[src/hw/rtl/hais_pkg.sv]
package hais_pkg;

	localparam int unsigned CNT_W = 11;
	localparam int unsigned IDX_W = 10;
	localparam int unsigned SMP_W = 12;
	localparam int unsigned CFG_DATA_W = 12;
	localparam int unsigned CFG_IDX_W = 3;
	localparam logic [CNT_W-1:0] CNT_MAX = 11'd2047;
	localparam logic [CNT_W-1:0] FILE_CNT_MAX = 11'd1024;

	typedef enum logic [1:0] {
		MODE_FREE = 2'd0,
		MODE_REC  = 2'd1,
		MODE_PLAY = 2'd2
	} mode_t;

	typedef enum logic [CFG_IDX_W-1:0] {
		CFG_SAMPLE_PERIOD = 3'd0,
		CFG_REPEAT_PAUSE  = 3'd1,
		CFG_HOLD_FIRST    = 3'd2,
		CFG_HOLD_SECOND   = 3'd3,
		CFG_HOLD_THIRD    = 3'd4,
		CFG_MODE_LOW      = 3'd5,
		CFG_MODE_HIGH     = 3'd6,
		CFG_FILE_COUNT    = 3'd7
	} cfg_idx_t;

	typedef struct packed {
		logic [7:0]        sample_period;
		logic [9:0]        repeat_pause;
		logic [CNT_W-1:0]  hold_first;
		logic [CNT_W-1:0]  hold_second;
		logic [CNT_W-1:0]  hold_third;
		logic [SMP_W-1:0]  mode_low_limit;
		logic [SMP_W-1:0]  mode_high_limit;
		logic [CNT_W-1:0]  file_count;
	} cfg_t;

	typedef struct packed {
		logic              up_pressed;
		logic              down_pressed;
		logic [SMP_W-1:0]  switch_sample;
	} item_t;

	typedef struct packed {
		logic [IDX_W-1:0]  file_index;
		mode_t             mode;
		logic              index_changed;
		logic              mode_changed;
	} res_t;

	typedef struct packed {
		logic [CNT_W-1:0]  poll_countdown;
		logic              up_last;
		logic              down_last;
		logic [CNT_W-1:0]  up_hold_time;
		logic [CNT_W-1:0]  down_hold_time;
		logic [IDX_W-1:0]  index_value;
		mode_t             mode_value;
	} state_t;

endpackage

[src/hw/rtl/hais_if.sv]
interface hais_item_if;
	import hais_pkg::*;
	logic              valid;
	logic              ready;
	logic              up_pressed;
	logic              down_pressed;
	logic [SMP_W-1:0]  switch_sample;

	modport source (output valid, up_pressed, down_pressed, switch_sample, input ready);
	modport sink (input valid, up_pressed, down_pressed, switch_sample, output ready);
endinterface

interface hais_res_if;
	import hais_pkg::*;
	logic              valid;
	logic              ready;
	logic [IDX_W-1:0]  file_index;
	logic [1:0]        mode;
	logic              index_changed;
	logic              mode_changed;

	modport source (output valid, file_index, mode, index_changed, mode_changed, input ready);
	modport sink (input valid, file_index, mode, index_changed, mode_changed, output ready);
endinterface

[src/hw/rtl/hais_cfg.sv]
module hais_cfg (
	input  logic                               clk,
	input  logic                               arst_n,
	input  logic                               cfg_we,
	input  logic [hais_pkg::CFG_IDX_W-1:0]     cfg_idx,
	input  logic [hais_pkg::CFG_DATA_W-1:0]    cfg_data,
	output hais_pkg::cfg_t                     cfg
);
	import hais_pkg::*;

	cfg_t cfg_q;

	always_ff @(posedge clk or negedge arst_n) begin
		if (!arst_n) begin
			cfg_q.sample_period   <= 8'd20;
			cfg_q.repeat_pause    <= 10'd120;
			cfg_q.hold_first      <= 11'd250;
			cfg_q.hold_second     <= 11'd750;
			cfg_q.hold_third      <= 11'd1250;
			cfg_q.mode_low_limit  <= 12'd1000;
			cfg_q.mode_high_limit <= 12'd3096;
			cfg_q.file_count      <= 11'd1002;
		end else if (cfg_we) begin
			case (cfg_idx_t'(cfg_idx))
				CFG_SAMPLE_PERIOD: cfg_q.sample_period   <= cfg_data[7:0];
				CFG_REPEAT_PAUSE:  cfg_q.repeat_pause    <= cfg_data[9:0];
				CFG_HOLD_FIRST:    cfg_q.hold_first      <= cfg_data[CNT_W-1:0];
				CFG_HOLD_SECOND:   cfg_q.hold_second     <= cfg_data[CNT_W-1:0];
				CFG_HOLD_THIRD:    cfg_q.hold_third      <= cfg_data[CNT_W-1:0];
				CFG_MODE_LOW:      cfg_q.mode_low_limit  <= cfg_data;
				CFG_MODE_HIGH:     cfg_q.mode_high_limit <= cfg_data;
				CFG_FILE_COUNT:    cfg_q.file_count      <= cfg_data[CNT_W-1:0];
				default: ;
			endcase
		end
	end

	assign cfg = cfg_q;
endmodule

[src/hw/rtl/hais_step.sv]
module hais_step (
	input  hais_pkg::state_t st,
	input  hais_pkg::item_t  it,
	input  hais_pkg::cfg_t   cfg,
	output hais_pkg::state_t st_nxt,
	output hais_pkg::res_t   res
);
	import hais_pkg::*;

	function automatic logic [CNT_W-1:0] sat_inc(input logic [CNT_W-1:0] v);
		return (v == CNT_MAX) ? CNT_MAX : v + 11'd1;
	endfunction

	function automatic logic [3:0] repeat_size(input logic [CNT_W-1:0] held);
		logic [3:0] s;
		if (held > cfg.hold_third)       s = 4'd10;
		else if (held > cfg.hold_second) s = 4'd5;
		else if (held > cfg.hold_first)  s = 4'd1;
		else                             s = 4'd0;
		return s;
	endfunction

	function automatic logic [IDX_W-1:0] wrap(input logic [IDX_W-1:0] v0,
			input logic signed [4:0] s, input logic [CNT_W-1:0] cnt);
		logic signed [11:0] v;
		logic [IDX_W-1:0]   r;
		v = $signed({2'b00, v0}) + $signed({{7{s[4]}}, s});
		if (v[11])                      r = 10'(cnt - 11'd1);
		else if (v[CNT_W-1:0] >= cnt)   r = '0;
		else                            r = v[IDX_W-1:0];
		return r;
	endfunction

	logic [CNT_W-1:0]   up_h, down_h, cnt;
	logic               poll, up_edge, down_edge, up_rep, down_rep;
	logic [3:0]         up_sz, down_sz;
	logic signed [4:0]  up_step, down_step;
	logic [7:0]         sp_eff;
	logic [11:0]        reload;
	logic               apply_en;
	logic [IDX_W-1:0]   idx1, idx2;
	mode_t              mode_new;

	always_comb begin
		up_h   = sat_inc(st.up_hold_time);
		down_h = sat_inc(st.down_hold_time);
		poll   = (st.poll_countdown == '0);

		up_edge   = poll && it.up_pressed && !st.up_last;
		down_edge = poll && it.down_pressed && !st.down_last;
		up_sz     = repeat_size(up_h);
		down_sz   = repeat_size(down_h);
		up_rep    = poll && it.up_pressed && st.up_last && (up_sz != '0);
		down_rep  = poll && it.down_pressed && st.down_last && (down_sz != '0);

		up_step   = up_edge ? 5'sd1 : (up_rep ? $signed({1'b0, up_sz}) : 5'sd0);
		down_step = down_edge ? -5'sd1 : (down_rep ? -$signed({1'b0, down_sz}) : 5'sd0);

		sp_eff = (cfg.sample_period == '0) ? 8'd1 : cfg.sample_period;
		reload = {4'd0, sp_eff - 8'd1}
			+ (up_rep ? {2'd0, cfg.repeat_pause} : 12'd0)
			+ (down_rep ? {2'd0, cfg.repeat_pause} : 12'd0);

		if (cfg.file_count == '0)             cnt = 11'd1;
		else if (cfg.file_count > FILE_CNT_MAX) cnt = FILE_CNT_MAX;
		else                                  cnt = cfg.file_count;

		apply_en = (st.mode_value != MODE_REC);
		idx1 = (apply_en && up_step != 0) ? wrap(st.index_value, up_step, cnt)
			: st.index_value;
		idx2 = (apply_en && down_step != 0) ? wrap(idx1, down_step, cnt) : idx1;

		if (it.switch_sample < cfg.mode_low_limit)       mode_new = MODE_FREE;
		else if (it.switch_sample > cfg.mode_high_limit) mode_new = MODE_PLAY;
		else                                             mode_new = MODE_REC;

		st_nxt.up_hold_time   = up_edge ? '0 : up_h;
		st_nxt.down_hold_time = down_edge ? '0 : down_h;
		st_nxt.up_last        = poll ? it.up_pressed : st.up_last;
		st_nxt.down_last      = poll ? it.down_pressed : st.down_last;
		if (poll)
			st_nxt.poll_countdown = (reload > {1'b0, CNT_MAX}) ? CNT_MAX : reload[CNT_W-1:0];
		else
			st_nxt.poll_countdown = st.poll_countdown - 11'd1;
		st_nxt.index_value = idx2;
		st_nxt.mode_value  = mode_new;

		res.file_index    = idx2;
		res.mode          = mode_new;
		res.index_changed = apply_en && (up_step != 0 || down_step != 0);
		res.mode_changed  = (mode_new != st.mode_value);
	end
endmodule

[src/hw/rtl/hold_accelerated_index_selector.sv]
// Hold-accelerated index selector.
// items (sink): one request per 1 ms tick carrying the up/down button levels
// and the 12-bit mode switch sample. results (source): one request per tick
// with the file index, mode, index_changed and mode_changed.
// cfg_we/cfg_idx/cfg_data: register writes, taken at any edge with cfg_we high;
// write only while no tick is in flight.
// Path from item acceptance to result valid: input register, then result
// register. Throughput: one tick per cycle unless a stalled result holds the
// input register; the tick state is updated in the same cycle its result is
// registered, so back-to-back ticks see each other's state.
// A stalled result holds in the result register; one more tick can sit in the
// input register, after which items.ready drops until results.ready returns.
// Reset clears all tick state (countdown 0 so the first tick polls, buttons
// released, hold times 0, index 0, free mode) and loads register defaults.
module hold_accelerated_index_selector (
	input  logic                            clk,
	input  logic                            arst_n,
	hais_item_if.sink                       items,
	hais_res_if.source                      results,
	input  logic                            cfg_we,
	input  logic [hais_pkg::CFG_IDX_W-1:0]  cfg_idx,
	input  logic [hais_pkg::CFG_DATA_W-1:0] cfg_data
);
	import hais_pkg::*;

	cfg_t   cfg;
	item_t  item_s1;
	logic   valid_s1;
	state_t state_q, state_nxt;
	res_t   res_c, res_q;
	logic   res_valid_q;
	logic   adv_s1;

	hais_cfg u_cfg (
		.clk      (clk),
		.arst_n   (arst_n),
		.cfg_we   (cfg_we),
		.cfg_idx  (cfg_idx),
		.cfg_data (cfg_data),
		.cfg      (cfg)
	);

	hais_step u_step (
		.st     (state_q),
		.it     (item_s1),
		.cfg    (cfg),
		.st_nxt (state_nxt),
		.res    (res_c)
	);

	assign adv_s1      = valid_s1 && (!res_valid_q || results.ready);
	assign items.ready = !valid_s1 || adv_s1;

	always_ff @(posedge clk or negedge arst_n) begin
		if (!arst_n) begin
			valid_s1 <= 1'b0;
		end else if (items.ready) begin
			valid_s1 <= items.valid;
		end
	end

	always_ff @(posedge clk) begin
		if (items.ready && items.valid) begin
			item_s1.up_pressed    <= items.up_pressed;
			item_s1.down_pressed  <= items.down_pressed;
			item_s1.switch_sample <= items.switch_sample;
		end
	end

	always_ff @(posedge clk or negedge arst_n) begin
		if (!arst_n) begin
			state_q     <= '{poll_countdown: '0, up_last: 1'b0, down_last: 1'b0,
				up_hold_time: '0, down_hold_time: '0, index_value: '0,
				mode_value: MODE_FREE};
			res_valid_q <= 1'b0;
		end else begin
			if (adv_s1) begin
				state_q <= state_nxt;
			end
			if (adv_s1) begin
				res_valid_q <= 1'b1;
			end else if (results.ready) begin
				res_valid_q <= 1'b0;
			end
		end
	end

	always_ff @(posedge clk) begin
		if (adv_s1) begin
			res_q <= res_c;
		end
	end

	assign results.valid         = res_valid_q;
	assign results.file_index    = res_q.file_index;
	assign results.mode          = res_q.mode;
	assign results.index_changed = res_q.index_changed;
	assign results.mode_changed  = res_q.mode_changed;

`ifndef SYNTHESIS
	a_rec_holds_index: assert property (@(posedge clk) disable iff (!arst_n)
		adv_s1 && state_q.mode_value == MODE_REC |=> state_q.index_value == $past(state_q.index_value))
		else $error("index moved in record mode");

	a_countdown: assert property (@(posedge clk) disable iff (!arst_n)
		adv_s1 && state_q.poll_countdown != '0
		|=> state_q.poll_countdown == $past(state_q.poll_countdown) - 11'd1)
		else $error("poll countdown did not step");

	a_result_matches_state: assert property (@(posedge clk) disable iff (!arst_n)
		adv_s1 |=> res_valid_q && res_q.file_index == state_q.index_value
		&& res_q.mode == state_q.mode_value)
		else $error("result out of step with state");

	a_idle_state: assert property (@(posedge clk) disable iff (!arst_n)
		!adv_s1 |=> $stable(state_q))
		else $error("state changed without a tick");
`endif
endmodule
[src/flat_wrapper.sv]
// flat-port wrapper written by rule: the top's interface ports become plain ports
module hold_accelerated_index_selector_flat import hais_pkg::*;
  (clk, arst_n, cfg_we, cfg_idx, cfg_data, items_valid, items_up_pressed, items_down_pressed, items_switch_sample, items_ready, results_valid, results_file_index, results_mode, results_index_changed, results_mode_changed, results_ready);
  hais_item_if items_i ();
  hais_res_if results_i ();
  input  logic clk;
  input  logic arst_n;
  input  logic cfg_we;
  input  logic [hais_pkg::CFG_IDX_W-1:0] cfg_idx;
  input  logic [hais_pkg::CFG_DATA_W-1:0] cfg_data;
  input wire logic [$bits(items_i.valid)-1:0] items_valid;
  input wire logic [$bits(items_i.up_pressed)-1:0] items_up_pressed;
  input wire logic [$bits(items_i.down_pressed)-1:0] items_down_pressed;
  input wire logic [$bits(items_i.switch_sample)-1:0] items_switch_sample;
  output wire logic [$bits(items_i.ready)-1:0] items_ready;
  output wire logic [$bits(results_i.valid)-1:0] results_valid;
  output wire logic [$bits(results_i.file_index)-1:0] results_file_index;
  output wire logic [$bits(results_i.mode)-1:0] results_mode;
  output wire logic [$bits(results_i.index_changed)-1:0] results_index_changed;
  output wire logic [$bits(results_i.mode_changed)-1:0] results_mode_changed;
  input wire logic [$bits(results_i.ready)-1:0] results_ready;
  assign items_i.valid = items_valid;
  assign items_i.up_pressed = items_up_pressed;
  assign items_i.down_pressed = items_down_pressed;
  assign items_i.switch_sample = items_switch_sample;
  assign items_ready = items_i.ready;
  assign results_valid = results_i.valid;
  assign results_file_index = results_i.file_index;
  assign results_mode = results_i.mode;
  assign results_index_changed = results_i.index_changed;
  assign results_mode_changed = results_i.mode_changed;
  assign results_i.ready = results_ready;
  hold_accelerated_index_selector u_core (.clk(clk), .arst_n(arst_n), .items(items_i), .results(results_i), .cfg_we(cfg_we), .cfg_idx(cfg_idx), .cfg_data(cfg_data));
endmodule
[config.mk]
export PLATFORM = sky130hd
export DESIGN_NAME = hold_accelerated_index_selector_flat
export DESIGN_NICKNAME = d
export VERILOG_FILES = /design/src/hw/rtl/hais_pkg.sv /design/src/hw/rtl/hais_if.sv /design/src/hw/rtl/hais_cfg.sv /design/src/hw/rtl/hais_step.sv /design/src/hw/rtl/hold_accelerated_index_selector.sv /design/src/flat_wrapper.sv
export SDC_FILE = /design/constraint.sdc
export NUM_CORES = 1
export LEC_CHECK = 0
export BUFFER_PORTS_ARGS = -buffer_cell sky130_fd_sc_hd__buf_4
export CAP_MARGIN = 25
export CORE_MARGIN = 4
export CORE_UTILIZATION = 30
export DETAILED_ROUTE_END_ITERATION = 8
export HOLD_SLACK_MARGIN = 0.08
export SLEW_MARGIN = 40
export SYNTH_ARGS = -nofsm -noshare
export SYNTH_HDL_FRONTEND = slang
export SYNTH_SLANG_ARGS = --single-unit
export TNS_END_PERCENT = 10
[constraint.sdc]
create_clock -name clk -period 10.59 [get_ports clk]
set_clock_uncertainty 0.05 [all_clocks]
set_input_delay 3.177 -clock clk [delete_from_list [all_inputs] [get_ports clk]]
set_output_delay 3.177 -clock clk [all_outputs]
set_load 0.005 [all_outputs]
; Word-level counts from Yosys, hierarchy flattened
; Cells that the tools add are included.
[classes]
n_addsub = 10
n_mul = 0
div = 0
n_lt_le_gt_ge = 12
n_eq_ne = 11
shifts = 0
muxes = 31
bitwise_logic = 0
n_reduce_logical = 38
[ops]
columns = op, n
row1 = 11-bit two-way mux, 8
row2 = 10-bit two-way mux, 8
row3 = 11-bit greater-than comparator, 6
row4 = 32-bit nonzero test, 2
row5 = 11-bit by 1-bit adder with 11-bit output (second input constant), 2
row6 = 11-bit == test (second input constant), 2
row7 = 11-bit greater-or-equal comparator, 2
row8 = 11-bit zero test, 2
row9 = 2-bit AND reduction, 9
row10 = 4-bit two-way mux, 4
row11 = 1-bit logical AND, 13
row12 = 11-bit by 10-bit adder with 12-bit output, 1
row13 = 11-bit by 5-bit adder with 12-bit output, 1
row14 = 3-bit == test (second input constant), 4
row15 = 12-bit by 11-bit greater-than comparator with 1-bit output (second input constant), 1
row16 = 12-bit greater-than comparator, 1
row17 = 12-bit less-than comparator, 1
row18 = 10-bit by 4-bit adder with 11-bit output, 1
row19 = 8-bit by 10-bit adder with 11-bit output, 1
row20 = 11-bit greater-than comparator (second input constant), 1
row21 = 11-bit by 1-bit subtractor with 11-bit output (second input constant), 1
row22 = 5-bit two-way mux, 2
row23 = 10-bit by 1-bit subtractor with 10-bit output (second input constant), 1
row24 = 8-bit zero test, 1
row25 = other kinds (15), 27
[totals]
ff_bits = 163
latch_bits = 0
ram_bits = 0
mem_bits_ro = 0
inputBits = 34
out_inout_bits = 16
elab_cells = 126
memories = 0

; Depth between registers and ports, before layout
; Gate-level depths: netlist of run 1.
[logic_depth]
word_depth = 20
depth_mapped = 49
mapped_depth_nobuf = 46

; Hierarchy
; From an unflattened synthesis of run 1, not the netlist that was laid out.
[unflattened]
cells_unflattened = 1154
area_unflattened_um2 = 11942.7
[modules_own_cells]
columns = module, n_inst, cells_per_inst, area_each_um2, seq_area_each_um2
row1 = hais_step, 1, 831, 5856.9, 0.0
row2 = hais_cfg, 1, 187, 3324.4, 2203.4
row3 = hold_accelerated_index_selector, 1, 136, 2761.4, 2067.0

; Worst setup path before layout of run 1
; No wires, ideal clock.
[synth_timing]
kind = reg-to-reg
from = register u_core.state_q[23] in the netlist's numbering
to = register u_core.state_q[3] in the netlist's numbering
setup_time_ps = 125
arrival_time_ps = 8598
required_ps = 10415
slack_ps = 1817
path_stages_with_launch = 49
path_buffers = 3
synth_period_minus_slack_ps = 8773
path_cell_list = dfrtp_1 -> ha_1 -> and3_1 -> and3_1 -> and3_1 -> nand2_1 -> clkbuf_1 -> nand2_1 -> ha_1 -> a211o_1 -> a21oi_1 -> o211a_1 -> o32ai_1 -> a21oi_1 -> nor2_1 -> ha_1 -> fa_1 -> a21o_1 -> [13 not listed] -> ha_1 -> inv_1 -> fa_1 -> nor2b_1 -> o31a_1 -> o31a_1 -> o21ai_0 -> a21boi_0 -> o21a_1 -> nor2_1 -> xnor2_1 -> ha_1 -> o21ai_0 -> o31a_1 -> buf_2 -> a311oi_1 -> a21oi_1 -> mux2_2
[synth_lines]
columns = item, line_no
row1 = start: declaration, hold_accelerated_index_selector.sv:29  ; state_t state_q, state_nxt;
row2 = start signal: assignment, hold_accelerated_index_selector.sv:72  ; state_q <= '{poll_countdown: '0, up_last: 1'b0, down_last: 1'b0,
row3 = start signal: assignment, hold_accelerated_index_selector.sv:78  ; state_q <= state_nxt;

; Final worst setup path of run 1
[layout_timing]
from = register u_core.state_q[23] in the netlist's numbering
to = register u_core.state_q[9] in the netlist's numbering
[layout_via]
elab_chain_cells = 20
elab_cells_between_ends = 25
cone_classes = add/sub (3) / order compare (5) / eq/ne (1) / mux (12) / reduce/logical (4)
[layout_lines]
columns = item, line_no
row1 = 11-bit by 1-bit adder with 11-bit output / 11-bit == test (equally long branches), hais_step.sv:11  ; return (v == CNT_MAX) ? CNT_MAX : v + 11'd1;
row2 = 11-bit two-way mux (*), hais_step.sv:11
row3 = 11-bit greater-than comparator, hais_step.sv:18  ; else if (held > cfg.hold_first) s = 4'd1;
row4 = 1-bit two-way mux, hais_step.sv:18
row5 = 3-bit two-way mux, hais_step.sv:17  ; else if (held > cfg.hold_second) s = 4'd5;
row6 = 4-bit two-way mux (*), hais_step.sv:16  ; if (held > cfg.hold_third) s = 4'd10;
row7 = 4-bit nonzero test, hais_step.sv:53  ; up_rep = poll && it.up_pressed && st.up_last && (up_sz != '0);
row8 = 1-bit logical AND, hais_step.sv:53
row9 = [4 not listed], --
row10 = 10-bit two-way mux, hais_step.sv:29  ; else if (v[CNT_W-1:0] >= cnt) r = '0;
row11 = 10-bit two-way mux, hais_step.sv:28  ; if (v[11]) r = 10'(cnt - 11'd1);
row12 = 10-bit two-way mux (*), hais_step.sv:69  ; idx1 = (apply_en && up_step != 0) ? wrap(st.index_value, up_step, cnt)
row13 = 11-bit by 5-bit adder with 12-bit output, hais_step.sv:27  ; v = $signed({2'b00, v0}) + $signed({{7{s[4]}}, s});
row14 = 11-bit greater-or-equal comparator, hais_step.sv:29
row15 = 10-bit two-way mux, hais_step.sv:29
row16 = 10-bit two-way mux, hais_step.sv:28
row17 = 10-bit two-way mux (*), hais_step.sv:71  ; idx2 = (apply_en && down_step != 0) ? wrap(idx1, down_step, cnt) : idx1;
; Every way passes the cells marked *; elsewhere a longest branch is shown, timed or not.
; A chain may end at the register's enable or synchronous reset.

==> impl_metrics.json, run 1 <==
{
  "yosys_warnings": 0,
  "wire_per_inst_um": 17.1,
  "drt-pass1-iter-count": 5,
  "yosys_most_used_dff": "dfrtp_1",
  "wirelength_um": 30400,
  "vias": 9067,
  "layout-drive-gt1-share": 0.189,
  "status": "completed",
  "syn-num-nets": 1382,
  "max_slew.worst_pin.slew_ns": 0.783,
  "critPathRequiredTime_ns": 10.88,
  "grt_pass1_vias": 8938,
  "post-route-drc-count": 0,
  "grt_pass1_wl_um": 48800,
  "hpwlAfterDp_um": 23500,
  "peakVddDrop_mv": 0.120,
  "cp_data_arrival_time_ns": 10.25,
  "stdcell_area_mm2": 0.0133,
  "root_buffer": "clkbuf_16",
  "antenna_found_initial": 0,
  "overflow": 0,
  "grtUsageMet1": 0.195,
  "slew_viol_final": 0,
  "fmax_ghz": 0.100,
  "synthCells": 1195,
  "placed_area_mm2": 0.0127,
  "start_kind": "flip-flop",
  "synth_top_area_cell": "dfrtp_1",
  "cp-end-kind": "flip-flop",
  "r2r_setup_slack_ns": 0.64,
  "synthToLayoutAreaGrowth_pct": 13.8,
  "path_clk_slew_ns": 0.07,
  "cts_resized": 0,
  "io_pins": 50,
  "die_h_um": 205,
  "fp.dieW_um": 205,
  "tritoncts": "built",
  "dieArea_mm2": 0.0422,
  "busiest_layer": "met2",
  "hold_class": "flip-flop to flip-flop",
  "initial_core_util": 0.303,
  "clockBufferDepth": 2,
  "core_mm2": 0.0386,
  "max_cap_viol_count": 0,
  "reg2reg_depth": 43,
  "cts_hold_buf": 0,
  "worstPathMaxFanout": 14,
  "clock_sinks": 163,
  "antennaDiodeCount": 0,
  "clk_latency_ns": 0.45,
  "hold_violations": 0,
  "ys_seq_area_frac": 0.366,
  "ys_top_cells_by_area": "dfrtp_1 (20%), ha_1 (15%), dfstp_2 (9.2%)",
  "portBuffers": 49,
  "ys_ff_latch": 163,
  "leakage_nw": 6.12,
  "slowest_stage": "or4_1",
  "rsz0062_at_grt": "false",
  "post-cts-setup-buffers": 0,
  "tns_ns": 0,
  "cts_made_buffers": 17,
  "synth_edf_count": 28,
  "postSynthAreaPerCell_um2": 9.77,
  "routabilityCongestion": 0.872,
  "rows": 72,
  "fin_nets": 1431,
  "grt_max_degree": 79,
  "track_usage": 0.148,
  "async_reset_ff_frac": 0.828,
  "path_common_cell": "ha_1",
  "ant_nets": 0,
  "yosysUniqueCellTypes": 77,
  "synthesis.area_mm2": 0.0117,
  "critPathKind": "flip-flop to flip-flop",
  "hold_depth": 1,
  "htree_levels": 4,
  "setup_viol": 0,
  "power_density_mw_per_mm2": 196,
  "synth_top_area_frac": 0.201,
  "finalCriticalPeriod_ns": 9.95,
  "met3_usage": 0.0265,
  "relSlewSlack": 0.474,
  "post_drt_via_cell_ratio": 5.11,
  "synth_most_common_cell": "ha_1",
  "yosys-top-cells-count": "ha_1 (142), nand2_1 (115), inv_1 (106)",
  "use_met2": 0.244,
  "post-route-period-util": 0.940,
  "slowest_delay_ns": 0.55,
  "first_iter_violations": 526
}
[metrics by stage]
step / hold slack, ns / utilization / total power [mW] / cells / worst slack [ns]
floorplan: 0.407 / - / 1.67 / 1195 / 1.82
global placement: 0.424 / 0.328 / 1.95 / 1742 / 1.07
detailed placement: 0.435 / 0.328 / 1.98 / 1742 / 0.809
CTS: 0.442 / 0.344 / 2.62 / 1774 / 0.751
global route: 0.470 / 0.345 / 2.82 / 1775 / 0.0133
finish: 0.448 / 0.345 / 2.61 / 1775 / 0.636
[final cells by class]
type	count	area (µm²)
multi-input combinational	898	6920
tap	518	648
fill	3987	25300
timing repair buffer	58	454
inverter	106	398
sequential	163	4270
clock buffer	17	425
clock inverter	15	176
[per-layer routing]
| layer | vias to the layer above | routed length (µm) |
|---|---|---|
| li1 | 4420 | - |
| met1 | 4398 | 13700 |
| met2 | 199 | 14500 |
| met3 | 50 | 1330 |
| met4 | 0 | 867 |
| met5 | - | 0 |
[sequential cells by signal, indices dropped and copies added (netlist names)]
register / count
u_core.u_cfg.cfg: 86
u_core.state_q: 47
u_core.item_s1: 14
u_core.results.file_index: 10
u_core.results.mode: 2
u_core.results.index_changed: 1
u_core.results.mode_changed: 1
u_core.results.valid: 1
u_core.valid_s1: 1
[cell families (layout without fill, tap and decap cells)]
| logic type | after synthesis | count (layout) | synth area share |
|---|---|---|---|
| fa+ha+maj | 153 | 153 | 0.171 |
| simple gates | 345 | 345 | 0.150 |
| mux | 81 | 81 | 0.0778 |
| xor+xnor | 41 | 41 | 0.0314 |
| flops | 163 | 163 | 0.366 |
| compound gates | 278 | 278 | 0.160 |
| buf+inv | 134 | 196 | 0.0444 |
[critical path: cells and delay by family, from the launching register on]
family                   cells  cell delay [ns]
AND/OR/NAND/NOR             15             3.47
AO/OA/AOI/OAI               15             3.03
adder cells (fa/ha/maj)      8             2.31
flip-flops                   1             0.41
buffers and inverters        3             0.32
XOR/XNOR                     1             0.15
multiplexers                 1             0.10
[cell usage in the layout, fill, tap and decap left out, types with 5 or more instances in the layout]
cell type / synthesis / final
dfrtp_1: 94 / 94
a211oi_1: 18 / 18
mux2i_1: 6 / 6
nor2b_1: 10 / 10
a31oi_1: 9 / 9
and2_1: 12 / 11
edfxtp_1: 28 / 28
buf_4: 1 / 56
a21oi_1: 63 / 62
xor2_1: 13 / 13
clkbuf_16: 0 / 17
nand3_1: 25 / 25
and3_1: 13 / 13
o21a_1: 15 / 15
dfstp_2: 41 / 41
nand3b_1: 7 / 7
nor4_1: 9 / 9
mux2_2: 74 / 74
a21o_1: 27 / 27
nor2_1: 65 / 64
o31ai_1: 7 / 7
a311oi_1: 7 / 7
ha_1: 142 / 142
or3_1: 12 / 12
nor3_1: 21 / 19
xnor2_1: 27 / 27
nand2b_1: 14 / 14
inv_8: 0 / 5
nand2_1: 115 / 115
fa_1: 11 / 11
a22o_1: 13 / 13
o21ai_0: 73 / 73
inv_1: 106 / 106
nand4_1: 17 / 17
[path summary, 6_finish.rpt]
kind | from | to
max | u_core.state_q[23]$_DFFE_PN0P_ | u_core.state_q[9]$_DFFE_PN0P_
max in group asynchronous | arst_n | u_core.u_cfg.cfg[26]$_DFFE_PN1P_
max reg2reg | u_core.state_q[23]$_DFFE_PN0P_ | u_core.state_q[9]$_DFFE_PN0P_
min | u_core.valid_s1$_DFFE_PN0N_ | u_core.results.valid$_DFFE_PN0P_
min reg2reg | u_core.valid_s1$_DFFE_PN0N_ | u_core.results.valid$_DFFE_PN0P_
min in group asynchronous | arst_n | u_core.state_q[6]$_DFFE_PN0P_
[where the power goes]
part / internal [mW] / total, mW / switching, mW
Sequential: 0.814 / 0.941 / 0.128
Clock: 0.320 / 0.628 / 0.308
Combinational: 0.444 / 1.04 / 0.595
(Power assumes the default switching activity.)
==> inputs of run 2 (changes only) <==
- REMOVE_ABC_BUFFERS: not set -> 1
- clock period: 10.59 -> 10.05 ns (I/O delays scaled with it)
==> impl_metrics.json, run 2 (same netlist as run 1, synthesis figures left out) <==
{
  "relSlewSlack": 0.471,
  "tns_ns": 0,
  "grt_pass1_vias": 9063,
  "slowest_delay_ns": 0.45,
  "max_slew.worst_pin.slew_ns": 0.791,
  "first_iter_violations": 600,
  "initial_core_util": 0.303,
  "clk_latency_ns": 0.44,
  "root_buffer": "clkbuf_16",
  "crit_buf_inv": 3,
  "finalCriticalPeriod_ns": 9.32,
  "critPathKind": "flip-flop to flip-flop",
  "reg2reg_depth": 45,
  "io_pins": 50,
  "rsz0062_at_grt": "false",
  "overflow": 0,
  "peakVddDrop_mv": 0.128,
  "die_h_um": 205,
  "min_from": "u_core.valid_s1$_DFFE_PN0N_",
  "cp_data_arrival_time_ns": 9.59,
  "grtUsageMet1": 0.203,
  "largest_reg_flops": 86,
  "core_mm2": 0.0386,
  "vias": 9077,
  "track_usage": 0.146,
  "worstPathMaxFanout": 10,
  "synthToLayoutAreaGrowth_pct": 14.1,
  "grt_pass1_wl_um": 48800,
  "crit_family": "compound AO/OA/AOI/OAI gates",
  "hold_depth": 1,
  "reg2reg_to": "u_core.state_q[3]$_DFFE_PN0P_",
  "path_common_cell": "ha_1",
  "slowest_stage": "o31a_2",
  "routabilityCongestion": 0.914,
  "power_density_mw_per_mm2": 208,
  "wirelength_um": 30200,
  "max_cap_viol_count": 0,
  "r2r_setup_slack_ns": 0.73,
  "leakage_nw": 6.14,
  "hold_violations": 0,
  "final_cell_mix": "ha_1 (142), nand2_1 (114), inv_1 (106)",
  "path_clk_slew_ns": 0.08,
  "cts_made_buffers": 17,
  "post-route-drc-count": 0,
  "busiest_layer": "met2",
  "r2r-start": "u_core.state_q[23]$_DFFE_PN0P_",
  "clockBufferDepth": 2,
  "status": "completed",
  "start_kind": "flip-flop",
  "hold_class": "flip-flop to flip-flop",
  "slew_viol_final": 0,
  "met3_usage": 0.0262,
  "drt-pass1-iter-count": 8,
  "setup_viol": 0,
  "use_met2": 0.235,
  "post_drt_via_cell_ratio": 5.11,
  "htree_levels": 4,
  "fmax_ghz": 0.107,
  "tritoncts": "built",
  "antennaDiodeCount": 0,
  "layout-drive-gt1-share": 0.194,
  "fp.dieW_um": 205,
  "post-route-period-util": 0.927,
  "wire_per_inst_um": 17.0,
  "rows": 72,
  "stdcell_area_mm2": 0.0133,
  "fin_nets": 1432,
  "dieArea_mm2": 0.0422,
  "antenna_found_initial": 0,
  "portBuffers": 49,
  "cp-end-kind": "flip-flop",
  "layout_commonest_cell": "ha_1",
  "ant_nets": 0,
  "placed_area_mm2": 0.0127,
  "worstHoldEndpoint": "u_core.results.valid$_DFFE_PN0P_",
  "hpwlAfterDp_um": 22900,
  "grt_max_degree": 78,
  "clock_sinks": 163,
  "critPathRequiredTime_ns": 10.32
}
==> run 2: worst reg2reg max path: cells and delay by family, from the launching register on <==
family | cells | cell delay (ns)
XOR/XNOR | 2 | 0.27
buffers and inverters | 3 | 0.31
AND/OR/NAND/NOR | 13 | 2.58
flip-flops | 1 | 0.40
adder cells (fa/ha/maj) | 8 | 2.27
AO/OA/AOI/OAI | 17 | 2.93
multiplexers | 2 | 0.39
==> run 2: metal layers <==
layer  vias up  part of all wire
li1       4418                 -
met4         0             0.023
met2       213              0.46
met3        40             0.048
met5         -                 0
met1      4406              0.47
==> run 2: stage by stage <==
stage | total power [mW] | setup slack (ns) | hold slack, ns | utilization | instances
finish | 2.78 | 0.735 | 0.455 | 0.346 | 1776
global route | 2.99 | 0.0107 | 0.477 | 0.346 | 1776
CTS | 2.79 | 0.154 | 0.453 | 0.345 | 1776
detailed placement | 2.09 | 0.316 | 0.433 | 0.329 | 1744
global placement | 2.05 | 0.521 | 0.428 | 0.328 | 1744
floorplan | 1.75 | 1.42 | 0.407 | - | 1167
==> run 2: worst max path at each step <==
stage | start | endpoint | slack, ns | cells after the start
floorplan | u_core.state_q[23]$_DFFE_PN0P_ | u_core.state_q[2]$_DFFE_PN0P_ | 1.42 | 46
global placement | u_core.state_q[23]$_DFFE_PN0P_ | u_core.results.file_index[9]$_DFFE_PP_ | 0.52 | 45
detailed placement | u_core.state_q[23]$_DFFE_PN0P_ | u_core.results.file_index[9]$_DFFE_PP_ | 0.32 | 45
CTS | u_core.state_q[23]$_DFFE_PN0P_ | u_core.results.file_index[9]$_DFFE_PP_ | 0.15 | 45
global route | u_core.state_q[23]$_DFFE_PN0P_ | u_core.state_q[2]$_DFFE_PN0P_ | 0.01 | 45
finish | u_core.state_q[23]$_DFFE_PN0P_ | u_core.state_q[3]$_DFFE_PN0P_ | 0.73 | 45
==> run 2: area by class of cell <==
cell class              count  area, µm²
fillers                  3988      25200
multi-input cells         898       6940
flip-flops and latches    163       4270
well taps                 518        648
repair buffers             59        453
clock buffers              17        425
inverters                 106        398
clock inverters            15        189
==> run 2: what timing repair did <==
item	4_1_cts	5_1_grt
resized for setup	0	9
endpoints found under the setup margin	0	20
buffers inserted	0	0
hold buffers	0	0
==> run 2: power by group <==
part	switching, mW	total, mW	internal [mW]
Clock	0.323	0.682	0.359
Combinational	0.632	1.10	0.469
Sequential	0.136	0.994	0.858
==> inputs of run 3 (changes only) <==
- CELL_PAD_IN_SITES_DETAIL_PLACEMENT: not set -> 0
- CELL_PAD_IN_SITES_GLOBAL_PLACEMENT: not set -> 1
- PLACE_DENSITY_LB_ADDON: not set -> 0.1
==> impl_metrics.json, run 3 (same netlist as run 1, synthesis figures left out) <==
{
  "busiest_layer": "met2",
  "wire_per_inst_um": 19.4,
  "reg2reg_depth": 45,
  "crit_end": "u_core.state_q[3]$_DFFE_PN0P_",
  "largest_reg_flops": 86,
  "slowest_delay_ns": 0.44,
  "grt_max_degree": 56,
  "initial_core_util": 0.303,
  "tns_ns": 0,
  "critPathRequiredTime_ns": 10.34,
  "use_met2": 0.269,
  "track_usage": 0.170,
  "wirelength_um": 34500,
  "clockBufferDepth": 2,
  "antenna_found_initial": 1,
  "grt_pass1_wl_um": 54700,
  "finalCriticalPeriod_ns": 9.30,
  "max_slew.worst_pin.slew_ns": 0.779,
  "fillers": 4033,
  "hold_class": "flip-flop to flip-flop",
  "clock_sinks": 163,
  "multiInputGateArea_mm2": 0.00693,
  "htree_levels": 4,
  "slowest_stage": "o31a_2",
  "layout-drive-gt1-share": 0.195,
  "hpwlAfterDp_um": 26400,
  "met3_usage": 0.0233,
  "relSlewSlack": 0.480,
  "drt-pass1-iter-count": 4,
  "cp-end-kind": "flip-flop",
  "grtUsageMet1": 0.245,
  "routabilityCongestion": 0.842,
  "ant_nets": 0,
  "portBuffers": 49,
  "cp_data_arrival_time_ns": 9.59,
  "dieArea_mm2": 0.0422,
  "cts_hold_buf": 0,
  "overflow": 0,
  "fin_nets": 1435,
  "first_iter_violations": 403,
  "leakage_nw": 6.14,
  "rsz0062_at_grt": "false",
  "r2r_setup_slack_ns": 0.75,
  "fp.dieW_um": 205,
  "clk_latency_ns": 0.46,
  "register_area_mm2": 0.00427,
  "critPathKind": "flip-flop to flip-flop",
  "cts_made_buffers": 17,
  "path_common_cell": "ha_1",
  "max_cap_viol_count": 0,
  "core_mm2": 0.0386,
  "crit_start": "u_core.state_q[23]$_DFFE_PN0P_",
  "worstPathMaxFanout": 11,
  "reg2reg_to": "u_core.state_q[3]$_DFFE_PN0P_",
  "tritoncts": "built",
  "hold_violations": 0,
  "post-route-drc-count": 0,
  "holdWs_ns": 0.459,
  "vias": 8853,
  "layout_commonest_cell": "ha_1",
  "path_clk_slew_ns": 0.08,
  "status": "completed",
  "power_density_mw_per_mm2": 209,
  "r2r-start": "u_core.state_q[23]$_DFFE_PN0P_",
  "post-route-period-util": 0.925,
  "fmax_ghz": 0.108,
  "peakVddDrop_mv": 0.124,
  "post_drt_via_cell_ratio": 4.97,
  "grt_pass1_vias": 9184,
  "setup_viol": 0,
  "start_kind": "flip-flop",
  "die_h_um": 205,
  "final_cell_mix": "ha_1 (142), nand2_1 (114), inv_1 (105)",
  "slew_viol_final": 0,
  "io_pins": 50,
  "root_buffer": "clkbuf_16",
  "synthToLayoutAreaGrowth_pct": 14.2,
  "rows": 72
}
run 3: timing repair:
item / CTS / global route
setup endpoints to repair: 0 / 20
resized for setup: 0 / 4
buffers inserted: 0 / 1
run 3: per-layer routing:
| layer | vias to the layer above | share of wire |
|---|---|---|
| met1 | 4298 | 0.51 |
| li1 | 4419 | - |
| met5 | - | 0 |
| met2 | 109 | 0.45 |
| met3 | 27 | 0.025 |
| met4 | 0 | 0.015 |
run 3: cell type report:
cell class	count	share of cell area
timing repair buffer	62	0.0369
antenna	1	0.000188
inverter	106	0.0298
clock buffer	17	0.0319
multi-input combinational	898	0.519
clock inverter	15	0.0135
sequential	163	0.320
tap	518	0.0486
run 3: worst min-delay path by stage:
stage / from / end / slack [ns] / depth (start not counted)
2_1_floorplan: u_core.valid_s1$_DFFE_PN0N_ / u_core.results.valid$_DFFE_PN0P_ / 0.41 / 1
3_3_place_gp: u_core.u_cfg.cfg[18]$_DFFE_PN0P_ / u_core.u_cfg.cfg[18]$_DFFE_PN0P_ / 0.44 / 1
3_5_place_dp: u_core.state_q[39]$_DFFE_PN0P_ / u_core.state_q[39]$_DFFE_PN0P_ / 0.44 / 1
6_report: u_core.valid_s1$_DFFE_PN0N_ / u_core.results.valid$_DFFE_PN0P_ / 0.46 / 1
5_1_grt: u_core.u_cfg.cfg[16]$_DFFE_PN0P_ / u_core.u_cfg.cfg[16]$_DFFE_PN0P_ / 0.48 / 1
4_1_cts: u_core.valid_s1$_DFFE_PN0N_ / u_core.results.valid$_DFFE_PN0P_ / 0.46 / 1
run 3: report_power, final:
group | leakage (nW) | internal (mW) | switching [mW]
clock network | 0.294 | 0.340 | 0.350
registers | 1.88 | 0.857 | 0.136
logic | 3.97 | 0.469 | 0.641
run 3: stage by stage:
| step | cells | worst slack, ns | instance area (µm²) | power (mW) | utilization |
|---|---|---|---|---|---|
| after floorplan | 1167 | 1.42 | 11600 | 1.75 | - |
| after global placement | 1744 | 0.621 | 12700 | 2.12 | 0.328 |
| after detailed placement | 1746 | 0.478 | 12700 | 2.12 | 0.330 |
| after CTS | 1778 | 0.399 | 13300 | 2.83 | 0.346 |
| after global routing | 1779 | 0.0436 | 13300 | 3.03 | 0.346 |
| final | 1780 | 0.750 | 13300 | 2.79 | 0.346 |
run 3: worst max-delay path: cells and delay by family, from the launching register on:
kind                     cells  cell delay, ns
adder cells (fa/ha/maj)      7            1.90
AO/OA/AOI/OAI               16            3.19
AND/OR/NAND/NOR             15            2.46
XOR/XNOR                     2            0.23
multiplexers                 2            0.60
buffers and inverters        3            0.33
flip-flops                   1            0.41
